--- config.mk ---
export PLATFORM = sky130hd
export DESIGN_NAME = eth_ip_tcp_payload_extractor_core
export DESIGN_NICKNAME = d
export VERILOG_FILES = /design/src/rtl/core/eitpe_pkg.sv /design/src/rtl/core/eitpe_in_stage.sv /design/src/rtl/core/eitpe_parser.sv /design/src/rtl/core/eitpe_out_stage.sv /design/src/rtl/core/eth_ip_tcp_payload_extractor_core.sv
export SDC_FILE = /design/constraint.sdc
export NUM_CORES = 1
export LEC_CHECK = 0
export ABC_AREA = 1
export BUFFER_PORTS_ARGS = -buffer_cell sky130_fd_sc_hd__buf_4
export CAP_MARGIN = 10
export CORE_MARGIN = 10
export CORE_UTILIZATION = 40
export CTS_BUF_LIST = sky130_fd_sc_hd__clkbuf_4
export DETAILED_ROUTE_END_ITERATION = 6
export SYNTH_ARGS = -nofsm -noshare
export SYNTH_HDL_FRONTEND = slang
export SYNTH_SLANG_ARGS = --single-unit
--- constraint.sdc ---
create_clock -name clk -period 8.9 [get_ports clk]
set_input_delay 0.445 -clock clk [delete_from_list [all_inputs] [get_ports clk]]
set_output_delay 0.445 -clock clk [all_outputs]
set_load 0.05 [all_outputs]
--- src/rtl/core/eitpe_pkg.sv ---
// Shared types and constants for the Ethernet/IP/TCP payload extractor
package eitpe_pkg;

  localparam int POS_W = 17;

  typedef struct packed {
    logic [7:0]  data_byte;
    logic        frame_first;
    logic        frame_last;
    logic [15:0] frame_size;
  } in_item_t;

  typedef struct packed {
    logic        result_kind;
    logic [7:0]  payload_byte;
    logic        payload_last;
    logic [3:0]  status;
    logic        ip_version_six;
    logic [63:0] source_addr_high;
    logic [63:0] source_addr_low;
    logic [15:0] payload_length;
  } out_item_t;

  localparam logic KIND_BYTE    = 1'b0;
  localparam logic KIND_VERDICT = 1'b1;

  localparam logic [3:0] ST_OK        = 4'd0;
  localparam logic [3:0] ST_SHORT     = 4'd1;
  localparam logic [3:0] ST_NOT_IP    = 4'd2;
  localparam logic [3:0] ST_NOT_TCP   = 4'd3;
  localparam logic [3:0] ST_IP_LEN    = 4'd4;
  localparam logic [3:0] ST_IHL_LEN   = 4'd5;
  localparam logic [3:0] ST_IP_PAY    = 4'd6;
  localparam logic [3:0] ST_TCP_HDR   = 4'd7;
  localparam logic [3:0] ST_BAD_HLEN  = 4'd8;
  localparam logic [3:0] ST_EARLY_END = 4'd9;

  localparam logic [15:0] MIN_FRAME  = 16'd54;
  localparam logic [15:0] ETYPE_IP4  = 16'h0800;
  localparam logic [15:0] ETYPE_IP6  = 16'h86DD;
  localparam logic [7:0]  PROTO_TCP  = 8'd6;
  localparam logic [POS_W-1:0] ETH_HDR   = 17'd14;
  localparam logic [POS_W-1:0] ETH_IP6   = 17'd54;
  localparam logic [POS_W-1:0] POS_MAX   = 17'h1FFFF;
  localparam logic [POS_W-1:0] DOFF_OFS  = 17'd12;
  localparam logic [15:0]      TCP_MIN   = 16'd20;

endpackage

--- src/rtl/core/eitpe_in_stage.sv ---
// Input register stage for frame bytes
module eitpe_in_stage
  import eitpe_pkg::*;
(
  input  logic     clk,
  input  logic     rst_n,
  input  logic     in_valid,
  output logic     in_stall,
  input  in_item_t in_data,
  input  logic     advance,
  output logic     s1_valid,
  output in_item_t s1_item
);

  logic     valid_r;
  in_item_t item_r;

  assign in_stall = valid_r && !advance;
  assign s1_valid = valid_r;
  assign s1_item  = item_r;

  always_ff @(posedge clk) begin
    if (!rst_n) begin
      valid_r <= 1'b0;
    end else if (!valid_r || advance) begin
      valid_r <= in_valid;
    end
  end

  always_ff @(posedge clk) begin
    if (in_valid && !in_stall) begin
      item_r <= in_data;
    end
  end

endmodule

--- src/rtl/core/eitpe_parser.sv ---
// Frame parse state and per-byte verdict / payload logic
module eitpe_parser
  import eitpe_pkg::*;
(
  input  logic      clk,
  input  logic      rst_n,
  input  logic      s1_valid,
  input  in_item_t  s1_item,
  input  logic      advance,
  output logic      res_valid,
  output out_item_t res_item
);

  localparam logic [2:0] PH_IDLE    = 3'd0;
  localparam logic [2:0] PH_ETH     = 3'd1;
  localparam logic [2:0] PH_IP4     = 3'd2;
  localparam logic [2:0] PH_IP6     = 3'd3;
  localparam logic [2:0] PH_TCPHDR  = 3'd4;
  localparam logic [2:0] PH_PAYLOAD = 3'd5;

  logic [POS_W-1:0] pos_r, pos_b, pos_nxt;
  logic [15:0]      size_r, size_b, size_nxt;
  logic [2:0]       phase_r, phase_b, phase_nxt;
  logic [15:0]      etype_r, etype_b, etype_nxt;
  logic [6:0]       ihl_r, ihl_b, ihl_nxt;
  logic [15:0]      iplen_r, iplen_b, iplen_nxt;
  logic [63:0]      ahi_r, ahi_b, ahi_nxt;
  logic [63:0]      alo_r, alo_b, alo_nxt;
  logic [POS_W-1:0] start_r, start_b, start_nxt;
  logic [POS_W-1:0] end_r, end_b, end_nxt;

  logic             step;
  logic [7:0]       b;
  logic             hit;
  logic [3:0]       st;
  logic [15:0]      etype_c;
  logic [15:0]      ihl_ext;
  logic [3:0]       doff;
  logic [15:0]      doff4;
  logic [15:0]      avail;
  logic             fin;

  function automatic out_item_t mk_verdict(input logic [3:0] code, input logic six,
                                           input logic ok, input logic [63:0] hi,
                                           input logic [63:0] lo, input logic [15:0] len);
    out_item_t v;
    v                  = '0;
    v.result_kind      = KIND_VERDICT;
    v.status           = code;
    v.ip_version_six   = six;
    v.source_addr_high = ok ? hi : 64'd0;
    v.source_addr_low  = ok ? lo : 64'd0;
    v.payload_length   = ok ? len : 16'd0;
    return v;
  endfunction

  assign step = s1_valid && advance;
  assign b    = s1_item.data_byte;

  always_comb begin
    if (s1_item.frame_first) begin
      pos_b   = '0;
      size_b  = s1_item.frame_size;
      phase_b = PH_ETH;
      etype_b = '0;
      ihl_b   = '0;
      iplen_b = '0;
      ahi_b   = '0;
      alo_b   = '0;
      start_b = '0;
      end_b   = '0;
    end else begin
      pos_b   = pos_r;
      size_b  = size_r;
      phase_b = phase_r;
      etype_b = etype_r;
      ihl_b   = ihl_r;
      iplen_b = iplen_r;
      ahi_b   = ahi_r;
      alo_b   = alo_r;
      start_b = start_r;
      end_b   = end_r;
    end

    pos_nxt   = pos_b;
    size_nxt  = size_b;
    phase_nxt = phase_b;
    etype_nxt = etype_b;
    ihl_nxt   = ihl_b;
    iplen_nxt = iplen_b;
    ahi_nxt   = ahi_b;
    alo_nxt   = alo_b;
    start_nxt = start_b;
    end_nxt   = end_b;

    hit      = 1'b0;
    res_item = '0;
    st       = ST_OK;
    etype_c  = {etype_b[15:8], b};
    ihl_ext  = {9'd0, ihl_b};
    doff     = b[7:4];
    doff4    = {10'd0, doff, 2'b00};
    avail    = 16'(end_b - start_b);
    fin      = 1'b0;

    if (s1_item.frame_first && (s1_item.frame_size < MIN_FRAME)) begin
      phase_nxt = PH_IDLE;
      hit       = 1'b1;
      res_item  = mk_verdict(ST_SHORT, 1'b0, 1'b0, '0, '0, '0);
    end else if (phase_b != PH_IDLE) begin
      // source address capture
      if ((phase_b == PH_IP4) || (phase_b == PH_IP6) || (phase_b == PH_TCPHDR)) begin
        if ((etype_b == ETYPE_IP4) && (pos_b >= 17'd26) && (pos_b <= 17'd29)) begin
          alo_nxt = {32'd0, alo_b[23:0], b};
        end else if ((etype_b == ETYPE_IP6) && (pos_b >= 17'd22) && (pos_b <= 17'd37)) begin
          ahi_nxt = {ahi_b[55:0], alo_b[63:56]};
          alo_nxt = {alo_b[55:0], b};
        end
      end

      unique case (phase_b)
        PH_ETH: begin
          if (pos_b == 17'd12) begin
            etype_nxt = {b, 8'h00};
          end else if (pos_b == 17'd13) begin
            etype_nxt = etype_c;
            if (etype_c == ETYPE_IP4) begin
              phase_nxt = PH_IP4;
            end else if (etype_c == ETYPE_IP6) begin
              phase_nxt = PH_IP6;
            end else begin
              hit       = 1'b1;
              phase_nxt = PH_IDLE;
              res_item  = mk_verdict(ST_NOT_IP, 1'b0, 1'b0, '0, '0, '0);
            end
          end
        end
        PH_IP4: begin
          if (pos_b == 17'd14) begin
            ihl_nxt = {1'b0, b[3:0], 2'b00};
          end else if (pos_b == 17'd16) begin
            iplen_nxt = {b, 8'h00};
          end else if (pos_b == 17'd17) begin
            iplen_nxt = {iplen_b[15:8], b};
          end else if (pos_b == 17'd23) begin
            priority if (b != PROTO_TCP) begin
              st = ST_NOT_TCP;
            end else if ({1'b0, size_b} < (ETH_HDR + {1'b0, iplen_b})) begin
              st = ST_IP_LEN;
            end else if (ihl_ext < TCP_MIN) begin
              st = ST_BAD_HLEN;
            end else if (ihl_ext > iplen_b) begin
              st = ST_IHL_LEN;
            end else if ((iplen_b - ihl_ext) < TCP_MIN) begin
              st = ST_IP_PAY;
            end else begin
              st = ST_OK;
            end
            if (st != ST_OK) begin
              hit       = 1'b1;
              phase_nxt = PH_IDLE;
              res_item  = mk_verdict(st, 1'b0, 1'b0, '0, '0, '0);
            end else begin
              start_nxt = ETH_HDR + {10'd0, ihl_b};
              end_nxt   = ETH_HDR + {1'b0, iplen_b};
              phase_nxt = PH_TCPHDR;
            end
          end
        end
        PH_IP6: begin
          if (pos_b == 17'd18) begin
            iplen_nxt = {b, 8'h00};
          end else if (pos_b == 17'd19) begin
            iplen_nxt = {iplen_b[15:8], b};
          end else if (pos_b == 17'd20) begin
            priority if (b != PROTO_TCP) begin
              st = ST_NOT_TCP;
            end else if ({1'b0, size_b} < (ETH_IP6 + {1'b0, iplen_b})) begin
              st = ST_IP_LEN;
            end else if (iplen_b < TCP_MIN) begin
              st = ST_IP_PAY;
            end else begin
              st = ST_OK;
            end
            if (st != ST_OK) begin
              hit       = 1'b1;
              phase_nxt = PH_IDLE;
              res_item  = mk_verdict(st, 1'b1, 1'b0, '0, '0, '0);
            end else begin
              start_nxt = ETH_IP6;
              end_nxt   = ETH_IP6 + {1'b0, iplen_b};
              phase_nxt = PH_TCPHDR;
            end
          end
        end
        PH_TCPHDR: begin
          if (pos_b == (start_b + DOFF_OFS)) begin
            hit = 1'b1;
            priority if (doff < 4'd5) begin
              phase_nxt = PH_IDLE;
              res_item  = mk_verdict(ST_BAD_HLEN, etype_b == ETYPE_IP6, 1'b0, '0, '0, '0);
            end else if (doff4 > avail) begin
              phase_nxt = PH_IDLE;
              res_item  = mk_verdict(ST_TCP_HDR, etype_b == ETYPE_IP6, 1'b0, '0, '0, '0);
            end else begin
              res_item  = mk_verdict(ST_OK, etype_b == ETYPE_IP6, 1'b1, ahi_nxt, alo_nxt,
                                     16'(avail - doff4));
              start_nxt = start_b + {1'b0, doff4};
              phase_nxt = ((start_b + {1'b0, doff4}) == end_b) ? PH_IDLE : PH_PAYLOAD;
            end
          end
        end
        PH_PAYLOAD: begin
          if ((pos_b >= start_b) && (pos_b < end_b)) begin
            fin = (({1'b0, pos_b} + 18'd1) == {1'b0, end_b}) || s1_item.frame_last;
            hit = 1'b1;
            res_item.result_kind  = KIND_BYTE;
            res_item.payload_byte = b;
            res_item.payload_last = fin;
            if (fin) begin
              phase_nxt = PH_IDLE;
            end
          end
        end
        default: begin
          phase_nxt = PH_IDLE;
        end
      endcase

      if (s1_item.frame_last) begin
        if (!hit && ((phase_nxt == PH_ETH) || (phase_nxt == PH_IP4) ||
                     (phase_nxt == PH_IP6) || (phase_nxt == PH_TCPHDR))) begin
          hit      = 1'b1;
          res_item = mk_verdict(ST_EARLY_END, etype_nxt == ETYPE_IP6, 1'b0, '0, '0, '0);
        end
        phase_nxt = PH_IDLE;
      end

      pos_nxt = (pos_b != POS_MAX) ? (pos_b + 17'd1) : pos_b;
    end
  end

  assign res_valid = s1_valid && hit;

  always_ff @(posedge clk) begin
    if (!rst_n) begin
      phase_r <= PH_IDLE;
    end else if (step) begin
      phase_r <= phase_nxt;
    end
  end

  always_ff @(posedge clk) begin
    if (!rst_n) begin
      pos_r   <= '0;
      size_r  <= '0;
      etype_r <= '0;
      ihl_r   <= '0;
      iplen_r <= '0;
      ahi_r   <= '0;
      alo_r   <= '0;
      start_r <= '0;
      end_r   <= '0;
    end else if (step) begin
      pos_r   <= pos_nxt;
      size_r  <= size_nxt;
      etype_r <= etype_nxt;
      ihl_r   <= ihl_nxt;
      iplen_r <= iplen_nxt;
      ahi_r   <= ahi_nxt;
      alo_r   <= alo_nxt;
      start_r <= start_nxt;
      end_r   <= end_nxt;
    end
  end

endmodule

--- src/rtl/core/eitpe_out_stage.sv ---
// Result register stage
module eitpe_out_stage
  import eitpe_pkg::*;
(
  input  logic      clk,
  input  logic      rst_n,
  input  logic      res_valid,
  input  out_item_t res_item,
  output logic      advance,
  output logic      out_valid,
  input  logic      out_stall,
  output out_item_t out_data
);

  logic      valid_r;
  out_item_t item_r;

  assign advance   = !valid_r || !out_stall;
  assign out_valid = valid_r;
  assign out_data  = item_r;

  always_ff @(posedge clk) begin
    if (!rst_n) begin
      valid_r <= 1'b0;
    end else if (advance) begin
      valid_r <= res_valid;
    end
  end

  always_ff @(posedge clk) begin
    if (advance && res_valid) begin
      item_r <= res_item;
    end
  end

endmodule

--- src/rtl/core/eth_ip_tcp_payload_extractor_core.sv ---
// Top level of the Ethernet/IPv4/IPv6 TCP payload extractor
//
//   channel  dir  handshake            item
//   in_      in   in_valid / in_stall  in_item_t  (one frame byte)
//   out_     out  out_valid / out_stall out_item_t (verdict or payload byte)
//
// One byte per clock sustained while out_stall is low; an accepted byte is held in the input register,
// and its result is loaded into the result register when advance is high, then offered on out_.
// The input register and the result register sit around the combinational parser.
// Synchronous active-low reset clears the parse phase and both stage valids.
// in_stall rises only while a result waits with out_stall high and an item is held.
module eth_ip_tcp_payload_extractor_core
  import eitpe_pkg::*;
(
  input  logic      clk,
  input  logic      rst_n,
  input  logic      in_valid,
  output logic      in_stall,
  input  in_item_t  in_data,
  output logic      out_valid,
  input  logic      out_stall,
  output out_item_t out_data
);

  logic      advance;
  logic      s1_valid;
  in_item_t  s1_item;
  logic      res_valid;
  out_item_t res_item;

  eitpe_in_stage u_in (
    .clk      (clk),
    .rst_n    (rst_n),
    .in_valid (in_valid),
    .in_stall (in_stall),
    .in_data  (in_data),
    .advance  (advance),
    .s1_valid (s1_valid),
    .s1_item  (s1_item)
  );

  eitpe_parser u_parser (
    .clk       (clk),
    .rst_n     (rst_n),
    .s1_valid  (s1_valid),
    .s1_item   (s1_item),
    .advance   (advance),
    .res_valid (res_valid),
    .res_item  (res_item)
  );

  eitpe_out_stage u_out (
    .clk       (clk),
    .rst_n     (rst_n),
    .res_valid (res_valid),
    .res_item  (res_item),
    .advance   (advance),
    .out_valid (out_valid),
    .out_stall (out_stall),
    .out_data  (out_data)
  );

endmodule

# After elaboration in Yosys (flattened, before gate mapping)
# Index checks and enable logic that the tools add are counted.
[totals]
in_bits = 30
mem_count = 0
ramBits = 0
latchBits = 0
romBits = 0
output_inout_bits = 161
reg_bits = 424
[classes]
div = 0
n_reduce_logical = 30
n_shift = 0
n_eq_ne = 28
mux = 159
magnitude_cmp = 15
mul = 0
addsub = 10
bitwise = 1
[op_table]
columns = ["op", "n"]
rows = [
  ["2-to-1 mux 159 bit", 18],
  ["2-to-1 mux 64 bit", 12],
  ["case mux 149 bit (4 select lines)", 1],
  ["2-to-1 mux 17 bit", 31],
  ["2-to-1 mux 16 bit", 14],
  ["2-to-1 mux 148 bit", 1],
  ["== test 17 x 5 -> 1 bit, second input constant", 6],
  ["2-to-1 mux 3 bit", 26],
  ["2-to-1 mux 4 bit", 19],
  ["== test 17 x 4 -> 1 bit, second input constant", 3],
  ["case mux 17 bit (3 select lines)", 1],
  ["case mux 10 bit (5 select lines)", 1],
  ["== test 16 bit, second input constant", 3],
  ["2-to-1 mux 7 bit", 5],
  ["== test 17 bit", 2],
  [">= comparator 17 x 5 -> 1 bit, second input constant", 2],
  ["< comparator 16 x 17 -> 1 bit", 2],
  ["case mux 17 bit (2 select lines)", 1],
  ["== test 16 x 12 -> 1 bit, second input constant", 2],
  ["< comparator 16 x 5 -> 1 bit, second input constant", 2],
  ["case mux 16 bit (2 select lines)", 1],
  ["2-to-1 mux 8 bit", 3],
  ["2-to-1 mux 1 bit", 21],
  ["adder 17 x 1 -> 18 bit, second input constant", 1],
  ["other kinds (35)", 65],
]

# Depth between registers and ports, before layout
# Gate-level depths: netlist of run 1.
[logic_depth]
word_depth = 35
ltp_mapped = 35
ltp_nobuf = 32

# By module
# Synthesis of run 1 repeated with hierarchy kept, for this count alone.
[unflattened]
cells_unflattened = 4243
hier_area_um2 = 28357.2
[modules_own_cells]
columns = ["mod", "seq_area_each_um2", "n_inst", "cells_each", "area_per_inst_um2"]
rows = [
  ["eitpe_parser", 4744.6, 1, 4044, 22704.3],
  ["eitpe_out_stage", 4794.6, 1, 165, 4822.1],
  ["eitpe_in_stage", 800.8, 1, 34, 830.8],
]

# Worst setup path after synthesis of run 1
# No wires, ideal clock.
[synth_timing]
path_kind = "register -> register"
startpoint = "register u_in.item_r (netlist bit u_in.s1_item[17])"
endpoint = "register u_out.item_r (netlist bit u_out.out_data[0]) (enable)"
setup_time_ns = 0.512
slack_ns = 0.649
period_less_slack_ns = 8.251
t_arrival_ns = 7.739
required_ns = 8.388
path_stages_with_launch = 35
n_path_buf = 6
cell_sequence = "edfxtp_1 buf_6 inv_6 buf_8 buf_4 buf_2 clkbuf_1 clkbuf_1 nand2_1 inv_1 ha_1 inv_1 fa_1 nand2_1 nand2_1 and2_1 xor2_1 ha_1 inv_1 nor2_1 o21ai_0 nand2_1 nor2_1 nand3_1 nor2_1 nand4_1 nand2_2 inv_2 nand3_1 and3_1 nand3_1 nand3_2 nand3_1 nand2_1 inv_1"
[synth_via]
elab_chain_cells = 35
[synth_rtl]
columns = ["item", "line", "text"]
rows = [
  ["start: declaration", "eitpe_in_stage.sv:16", "in_item_t item_r;"],
  ["start signal: assignment", "eitpe_in_stage.sv:32", "item_r <= in_data;"],
  ["2-to-1 mux 16 bit or 2-to-1 mux 7 bit (tied branches)", "eitpe_parser.sv:61", "if (s1_item.frame_first) begin"],
  ["subtractor 16 x 7 -> 16 bit", "eitpe_parser.sv:154", "end else if ((iplen_b - ihl_ext) < TCP_MIN) begin"],
  ["< comparator 16 x 5 -> 1 bit", "eitpe_parser.sv:154", ""],
  ["2-to-1 mux 3 bit", "eitpe_parser.sv:154", ""],
  ["2-to-1 mux 4 bit", "eitpe_parser.sv:152", "end else if (ihl_ext > iplen_b) begin"],
  ["2-to-1 mux 4 bit", "eitpe_parser.sv:150", "end else if (ihl_ext < TCP_MIN) begin"],
  ["2-to-1 mux 4 bit", "eitpe_parser.sv:148", "end else if ({1'b0, size_b} < (ETH_HDR + {1'b0, iplen_b})) begin"],
  ["2-to-1 mux 4 bit", "eitpe_parser.sv:146", "priority if (b != PROTO_TCP) begin"],
  ["[... 19 more ...]", "n/a", ""],
  ["logical OR 1 bit", "eitpe_parser.sv:232", "(phase_nxt == PH_IP6) || (phase_nxt == PH_TCPHDR))) begin"],
  ["logical AND 1 bit", "eitpe_parser.sv:231", "if (!hit && ((phase_nxt == PH_ETH) || (phase_nxt == PH_IP4) ||"],
  ["2-to-1 mux 1 bit", "eitpe_parser.sv:231", ""],
  ["2-to-1 mux 1 bit", "eitpe_parser.sv:230", "if (s1_item.frame_last) begin"],
  ["2-to-1 mux 1 bit", "eitpe_parser.sv:110", "end else if (phase_b != PH_IDLE) begin"],
  ["2-to-1 mux 1 bit (*)", "eitpe_parser.sv:106", "if (s1_item.frame_first && (s1_item.frame_size < MIN_FRAME)) begin"],
  ["logical AND 1 bit (*)", "eitpe_parser.sv:243", "assign res_valid = s1_valid && hit;"],
  ["logical AND 1 bit (*)", "eitpe_out_stage.sv:31", "if (advance && res_valid) begin"],
  ["end signal: assignment", "eitpe_out_stage.sv:32", "item_r <= res_item;"],
  ["end: declaration", "eitpe_out_stage.sv:16", "out_item_t item_r;"],
]
# Every way passes the cells marked *; elsewhere a longest branch is shown, timed or not. The select of a mux whose other input is x is not followed.
# A chain may end at the register's enable or synchronous reset.

# Final worst setup path of run 1
[layout_timing]
startpoint = "register u_in.item_r (netlist bit u_in.s1_item[17])"
endpoint = "register u_out.item_r (netlist bit u_out.out_data[12]) (enable)"
# Same word-level chain as after synthesis.

==> results_tabular.tex, run 1 <==
\begin{tabular}{lr}
\hline
Metric & Value \\
\hline
\multicolumn{2}{l}{\textbf{Finish}} \\
Post-route insts no fill & 5,165 \\
Area Overhead vs Synth & 13.92\% \\
Final layout net count & 4,316 \\
Post-route cell area & 0.03123 mm2 \\
Most frequent cells in the layout & 1,220 x nand2\_1, 449 x inv\_1, 422 x nor2\_1, 352 x a21oi\_1, 239 x dfxtp\_1 \\
Fill cell instance count of the final layout & 7,060 \\
Most common cell after layout, fill and taps aside & nand2\_1 \\
Proportion of layout cells with a drive suffix above 1 & 0.1259 \\
\multicolumn{2}{l}{\textbf{Place}} \\
Placed cell areas & 0.02940 mm2 \\
Routability cong. & 0.9633 \\
Number of instances in the placed design & 4,914 \\
Port Buf Inserts & 190 \\
Post-detail-place hpwl & 68,590 um \\
\multicolumn{2}{l}{\textbf{Clock tree}} \\
CTS tree & done \\
Clock root buffer master & clkbuf\_4 \\
Inserted Clock Buffers & 115 \\
Clock-pin transition on the worst setup and hold timing paths & 70 ps \\
Post-CTS setup-driven buffer insertion count & 0 \\
Maximum buffer depth of the clock tree & 3 \\
Insertion delay of the later-clocked pin in the worst-skew pair & 950 ps \\
Sink count of the clock tree & 424 \\
CTS H-tree depth & 3 \\
\multicolumn{2}{l}{\textbf{Drt}} \\
DRC errors left & 0 \\
Detail-routed via count per cell & 5.270 \\
Drt initial violations & 2,630 \\
Vias post-DR & 27,220 \\
Final routed wire length divided by cell count & 18.45 um \\
Number of iterations in the first detailed-routing pass & 5 \\
Post-Route WL & 95,310 um \\
Remaining antenna violation count & 0 \\
\multicolumn{2}{l}{\textbf{Die}} \\
Starting density of the core & 0.4060 \\
Area of the die & 0.07940 mm2 \\
Die Ht & 281.8 um \\
Rows & 95 \\
Num ports & 191 \\
Die X-Extent & 281.8 um \\
Core ar. & 0.06751 mm2 \\
\multicolumn{2}{l}{\textbf{Pwr}} \\
Pwr dens & 133.2 mW/mm2 \\
Power, Total & 4.160 mW \\
Worst voltage drop across the vdd grid & 0.09423 mV \\
Leakage power figure & 13.34 nW \\
\multicolumn{2}{l}{\textbf{Global route}} \\
Tot GR Track Use & 0.2311 \\
Initial antenna violation count & 3 \\
Wire length of the first global-routing pass & 145,000 um \\
Number of global-route vias before repair & 25,500 \\
Leftover overflow at the end of global routing & 0 \\
Largest net degree at the start of global routing & 92 \\
\multicolumn{2}{l}{\textbf{Synth}} \\
Main synth FF type & dfxtp\_1 \\
Synthesized netlist net count & 4,125 \\
Ys async rst share & 0 \\
Library cells used by synthesis & 68 \\
Yosys warnings & 0 \\
Mean Syn Cell Area & 6.860 um2 \\
Combined area of all synthesized cells & 0.02741 mm2 \\
Number of flops mapped to enable cells by yosys & 185 \\
Flops \& latches, synth & 424 \\
Cell count after synthesis & 3,996 \\
Portion of the post-synthesis area used by sequential elements & 0.3772 \\
\multicolumn{2}{l}{\textbf{STA}} \\
Setup repair after global routing missed its margin & no \\
Setup TNS & 0 ps \\
Final cycle utilization of the critical path & 0.7305 \\
Slew @ Worst Pin & 1090 ps \\
Number of pins with negative max-slew slack in the final report & 0 \\
Post-route worst hold slack & 253.2 ps \\
Skew final & 83.51 ps \\
Final min period & 6501 ps \\
Maximum frequency from static timing analysis & 153.8 MHz \\
Final Hold Vio Count & 0 \\
Count of final setup violators & 0 \\
Max transition margin & 0.2725 \\
\multicolumn{2}{l}{\textbf{Setup path}} \\
Worst endpoint data arrival time & 7040 ps \\
Critical path class & reg2reg \\
Crit start category & register \\
CP endpoint kind & register \\
Required time at the endpoint of the critical path & 9440 ps \\
Worst-path maximum fanout & 91 \\
\multicolumn{2}{l}{\textbf{Status}} \\
Run status & finished clean \\
\multicolumn{2}{l}{\textbf{Job}} \\
Max Cap Violations & 0 \\
\multicolumn{2}{l}{\textbf{Hold path}} \\
Classification of the worst-slack hold path & in2reg \\
\hline
\end{tabular}
[registers in the layout, summed over array words and instances (netlist names)]
signal and count:
u_in.s1_item 26, u_in.s1_valid 1, u_out.out_data 159, u_out.out_valid 1, u_parser.ahi_r 64, u_parser.alo_r 64, u_parser.end_r 17, u_parser.etype_r 16
u_parser.ihl_r 7, u_parser.iplen_r 16, u_parser.phase_r 3, u_parser.pos_r 17, u_parser.size_r 16, u_parser.start_r 17
[what timing repair did]
action | CTS | global route
hold buffers | 29 | 0
setup endpoints to repair | 0 | 0
endpoints found under the hold margin | 45 | 0
resized for setup | 0 | 0
[cell usage after synthesis, types with 4 or more instances]
| library cell | number | area share |
|---|---|---|
| clkinv_1 | 9 | 0.0012 |
| o2111ai_1 | 6 | 0.0019 |
| nand2_4 | 5 | 0.0021 |
| inv_2 | 22 | 0.0030 |
| nand4_1 | 49 | 0.011 |
| buf_6 | 9 | 0.0037 |
| buf_2 | 30 | 0.0055 |
| nor2_2 | 19 | 0.0043 |
| a21oi_1 | 352 | 0.064 |
| or2_2 | 7 | 0.0016 |
| edfxtp_1 | 185 | 0.20 |
| buf_1 | 7 | 0.00096 |
| a31o_2 | 10 | 0.0032 |
| xnor2_1 | 10 | 0.0032 |
| nor2_4 | 16 | 0.0066 |
| nand3_1 | 182 | 0.033 |
| o21ai_1 | 38 | 0.0069 |
| nor4_1 | 17 | 0.0039 |
| dfxtp_1 | 239 | 0.17 |
| a211oi_1 | 5 | 0.0014 |
| nand3_2 | 6 | 0.0022 |
| nand2_2 | 28 | 0.0064 |
| nor2_1 | 423 | 0.058 |
| o211ai_1 | 29 | 0.0079 |
| o22ai_1 | 33 | 0.0075 |
| inv_1 | 451 | 0.062 |
| nand3b_1 | 13 | 0.0036 |
| nor3_2 | 4 | 0.0015 |
| o21bai_1 | 7 | 0.0019 |
| o21a_1 | 79 | 0.022 |
| ha_1 | 96 | 0.044 |
| nor3_1 | 36 | 0.0066 |
| nand2_1 | 1222 | 0.17 |
| o21ai_0 | 147 | 0.027 |
| clkbuf_1 | 121 | 0.017 |
| a31oi_1 | 6 | 0.0014 |
| xor2_1 | 31 | 0.0099 |
[metrics by stage]
step / utilization / worst slack, ps
detailed placement: 0.4354 / 2479
global route: 0.4625 / 1887
floorplan: - / 649.1
CTS: 0.4624 / 2446
finish: 0.4625 / 2399
global placement: 0.4354 / 2615
[logic make-up after synthesis]
logic type | synth area share
simple gates | 0.3155
fa+ha+maj | 0.04601
xor+xnor | 0.01556
buf+inv | 0.09481
flops | 0.3772
compound gates | 0.1509
[power by group]
| part | switching, mW | internal (mW) | leakage, nW |
|---|---|---|---|
| combinational | 0.214 | 0.0750 | 8.44 |
| clock | 0.910 | 0.909 | 0.913 |
| sequential | 0.0142 | 2.04 | 3.99 |
| total | 1.14 | 3.02 | 13.3 |
[routing by layer]
metal | global-route usage | wire length [um] | vias up
met2 | 0.3811 | 44250 | 958
met5 | 0 | 13 | -
met4 | 0.08446 | 3044 | 2
met1 | 0.2998 | 41850 | 12560
li1 | - | - | 13520
met3 | 0.03968 | 6158 | 182
[critical path: stages (launching register included)]
cell and delay (ps):
edfxtp_1 450, inv_6 590, nand2_1 350, inv_1 210
ha_1 320, a21oi_1 230, nand2_1 160, xor2_1 230
inv_1 90, fa_1 410, nor2_1 150, o21ai_0 90
nand2_1 80, nor2_1 70, nand3_1 100, nor2_1 80
nand4_1 240, nand2_2 220, inv_2 180, nand3_1 90
and3_1 240, nand3_1 100, nand3_2 100, nand3_1 90
nand2_1 150, inv_6 500, buf_12 380
[area by class of cell]
| type | instances | area, um2 | share of cell area |
|---|---|---|---|
| clock inverter | 45 | 227.7 | 0.007292 |
| inverter | 484 | 1839 | 0.05890 |
| antenna | 3 | 7.507 | 0.0002404 |
| multi-input combinational | 2918 | 14490 | 0.4639 |
| clock buffer | 174 | 1306 | 0.04183 |
| tap | 873 | 1092 | 0.03498 |
| timing repair buffer | 244 | 1929 | 0.06178 |
| sequential | 424 | 10340 | 0.3311 |
[final timing paths]
| path | start | to | slack (ps) | cells after the start |
|---|---|---|---|---|
| worst max-delay path | u_in.s1_item[17] | u_out.out_data[12] | 2400 | 26 |
| worst min-delay path | in_data[24] | u_in.s1_item[24] | 250 | 2 |
| worst max register to register | u_in.s1_item[17] | u_out.out_data[12] | 2400 | 26 |
| worst min register to register | u_parser.size_r[10] | u_parser.size_r[10] | 450 | 2 |
No activity file was read; power rests on OpenSTA's default activity.
==> run 2: changes to the inputs <==
- clock period: 8.9 -> 5.9 ns (I/O delays scaled with it)
==> run 2 against run 1 <==
- critical path depth increased by 6
- power increased by 54%
- fmax increased by 21%
- combinational power increased by 58%
- cell area increased by 2.2%
- core utilization increased by 1.0 points
- register-to-register slack got worse by 1900 ps
- non-clock buffer count increased by 61
- first-iteration DRC count increased by 0.61%
- largest power group unchanged
==> results_tabular.tex, run 2 (synthesized netlist as in run 1, its figures left out) <==
\begin{tabular}{lr}
\hline
Metric & Value \\
\hline
\multicolumn{2}{l}{\textbf{Setup path}} \\
End point of the critical path & u\_out.out\_data[101] \\
Cell depth of the worst flop-to-flop path & 32 \\
Setup slack, reg-to-reg & 530 ps \\
Cell type of the slowest stage on the worst timing path & edfxtp\_1 \\
Required time at the endpoint of the critical path & 6570 ps \\
Crit start category & register \\
Stage delay of the slowest cell on the critical path & 530 ps \\
Worst-path maximum fanout & 21 \\
Worst R2R End & u\_out.out\_data[101] \\
First element of the critical path & u\_in.s1\_item[17] \\
Critical path class & reg2reg \\
CP endpoint kind & register \\
Worst endpoint data arrival time & 6040 ps \\
CP most frequent cell & nor2\_1 \\
Beginning of the worst register-to-register path & u\_in.s1\_item[17] \\
\multicolumn{2}{l}{\textbf{Drt}} \\
Remaining antenna violation count & 0 \\
Vias post-DR & 27,650 \\
Drt initial violations & 2,646 \\
Final routed wire length divided by cell count & 19.06 um \\
DRC errors left & 0 \\
Detail-routed via count per cell & 5.290 \\
Number of iterations in the first detailed-routing pass & 6 \\
Post-Route WL & 99,670 um \\
\multicolumn{2}{l}{\textbf{Clock tree}} \\
Insertion delay of the later-clocked pin in the worst-skew pair & 950 ps \\
Maximum buffer depth of the clock tree & 3 \\
Sink count of the clock tree & 424 \\
Gates resized, CTS repair & 0 \\
CTS H-tree depth & 3 \\
CTS tree & done \\
Inserted Clock Buffers & 118 \\
Clock root buffer master & clkbuf\_4 \\
Clock-pin transition on the worst setup and hold timing paths & 70 ps \\
\multicolumn{2}{l}{\textbf{Status}} \\
Run status & finished clean \\
\multicolumn{2}{l}{\textbf{Place}} \\
Port Buf Inserts & 190 \\
Routability cong. & 1.011 \\
Post-detail-place hpwl & 73,410 um \\
\multicolumn{2}{l}{\textbf{Global route}} \\
Tot GR Track Use & 0.2439 \\
Busiest layer in global routing & met2 \\
Global routing met2 resource utilization & 0.3944 \\
Routing usage on met1 & 0.3179 \\
Initial antenna violation count & 5 \\
Largest net degree at the start of global routing & 201 \\
Wire length of the first global-routing pass & 151,600 um \\
Global Route met3 Usage & 0.04175 \\
Number of global-route vias before repair & 26,090 \\
Leftover overflow at the end of global routing & 0 \\
\multicolumn{2}{l}{\textbf{Pwr}} \\
Portion of total power attributed to combinational logic & 0.071 \\
Leakage power figure & 13.71 nW \\
Sequential Power Share & 0.482 \\
Pwr dens & 201.4 mW/mm2 \\
Clock Power Share & 0.447 \\
Worst voltage drop across the vdd grid & 0.1488 mV \\
Cell-internal power & 4.671 mW \\
Switching portion of total power & 0.2732 \\
Net load switching power & 1.756 mW \\
\multicolumn{2}{l}{\textbf{Finish}} \\
Proportion of layout cells with a drive suffix above 1 & 0.1411 \\
Most common cell after layout, fill and taps aside & nand2\_1 \\
Number of flip-flops under the largest register name & 159 \\
Final layout net count & 4,380 \\
Most frequent cells in the layout & 1,218 x nand2\_1, 447 x inv\_1, 420 x nor2\_1, 352 x a21oi\_1, 258 x buf\_4 \\
Fill cell instance count of the final layout & 7,033 \\
Area Overhead vs Synth & 16.43\% \\
\multicolumn{2}{l}{\textbf{STA}} \\
Slew @ Worst Pin & 1099 ps \\
Setup TNS & 0 ps \\
Max transition margin & 0.2673 \\
Skew final & 74.31 ps \\
Setup repair after global routing missed its margin & no \\
Count of final setup violators & 0 \\
Final min period & 5370 ps \\
Number of pins with negative max-slew slack in the final report & 0 \\
Post-route worst hold slack & 92.72 ps \\
Final cycle utilization of the critical path & 0.9101 \\
Maximum frequency from static timing analysis & 186.2 MHz \\
Final Hold Vio Count & 0 \\
\multicolumn{2}{l}{\textbf{Die}} \\
Core ar. & 0.06751 mm2 \\
Starting density of the core & 0.4060 \\
Rows & 95 \\
Die X-Extent & 281.8 um \\
Die Ht & 281.8 um \\
Area of the die & 0.07940 mm2 \\
Num ports & 191 \\
\multicolumn{2}{l}{\textbf{Job}} \\
Max Cap Violations & 0 \\
\multicolumn{2}{l}{\textbf{Hold path}} \\
Classification of the worst-slack hold path & in2reg \\
\hline
\end{tabular}
[run 2: through the flow]
step	worst slack, ps	instances	total power [mW]	area (um2)	utilization
after floorplan	-1026	3996	3.439	27500	-
after global placement	363.6	4964	3.592	29880	0.4426
after detailed placement	163.0	4964	3.591	29880	0.4426
after CTS	185.2	5224	6.502	31890	0.4723
after global routing	13.24	5226	6.704	31910	0.4726
final	530.2	5228	6.426	31920	0.4727
[run 2: how the worst min path moves through the flow]
stage | depth (start not counted) | endpoint | slack [ps] | from
2_1_floorplan | 0 | u_in.s1_item[0] | 390 | in_data[0]
3_3_place_gp | 2 | u_parser.size_r[14] | 430 | u_parser.size_r[14]
3_5_place_dp | 2 | u_parser.size_r[3] | 440 | u_parser.size_r[3]
4_1_cts | 2 | u_in.s1_item[18] | 0.3 | in_data[18]
5_1_grt | 2 | u_in.s1_item[18] | 50 | in_data[18]
6_report | 2 | u_in.s1_item[10] | 90 | in_data[10]
[run 2: repair_timing]
item	in CTS	in global routing
endpoints found under the hold margin	57	0
buffers inserted	0	1
hold buffers	39	0
setup endpoints to repair	0	159
[run 2: layout make-up]
type / count / area, um2 / share of cell area
multi-input combinational: 2918 / 14530 / 0.4552
sequential: 424 / 10340 / 0.3240
timing repair buffer: 305 / 2487 / 0.07794
inverter: 484 / 1846 / 0.05783
clock buffer: 187 / 1404 / 0.04399
tap: 873 / 1092 / 0.03422
clock inverter: 34 / 211.5 / 0.006625
antenna: 3 / 7.507 / 0.0002352
[run 2: power by group through the flow]
stage / Clock, mW / Sequential, mW / Combinational, mW
3_5_place_dp: 0 / 3.16 / 0.431
6_report: 2.87 / 3.10 / 0.457
4_1_cts: 2.96 / 3.10 / 0.452
2_1_floorplan: 0 / 3.16 / 0.277
5_1_grt: 3.11 / 3.10 / 0.496
3_3_place_gp: 0 / 3.16 / 0.432
[run 2: critical path: cells and delay by family (launching register included)]
family / cells / cell delay, ps
xor+xnor: 1 / 130
simple gates: 23 / 2920
flops: 1 / 530
fa+ha+maj: 2 / 640
buf+inv: 6 / 880
[run 2: per-layer routing]
layer / share of wire / up-vias
met2: 0.45 / 1021
met5: 0.00033 / -
met4: 0.038 / 4
met3: 0.074 / 217
li1: - / 13650
met1: 0.43 / 12760
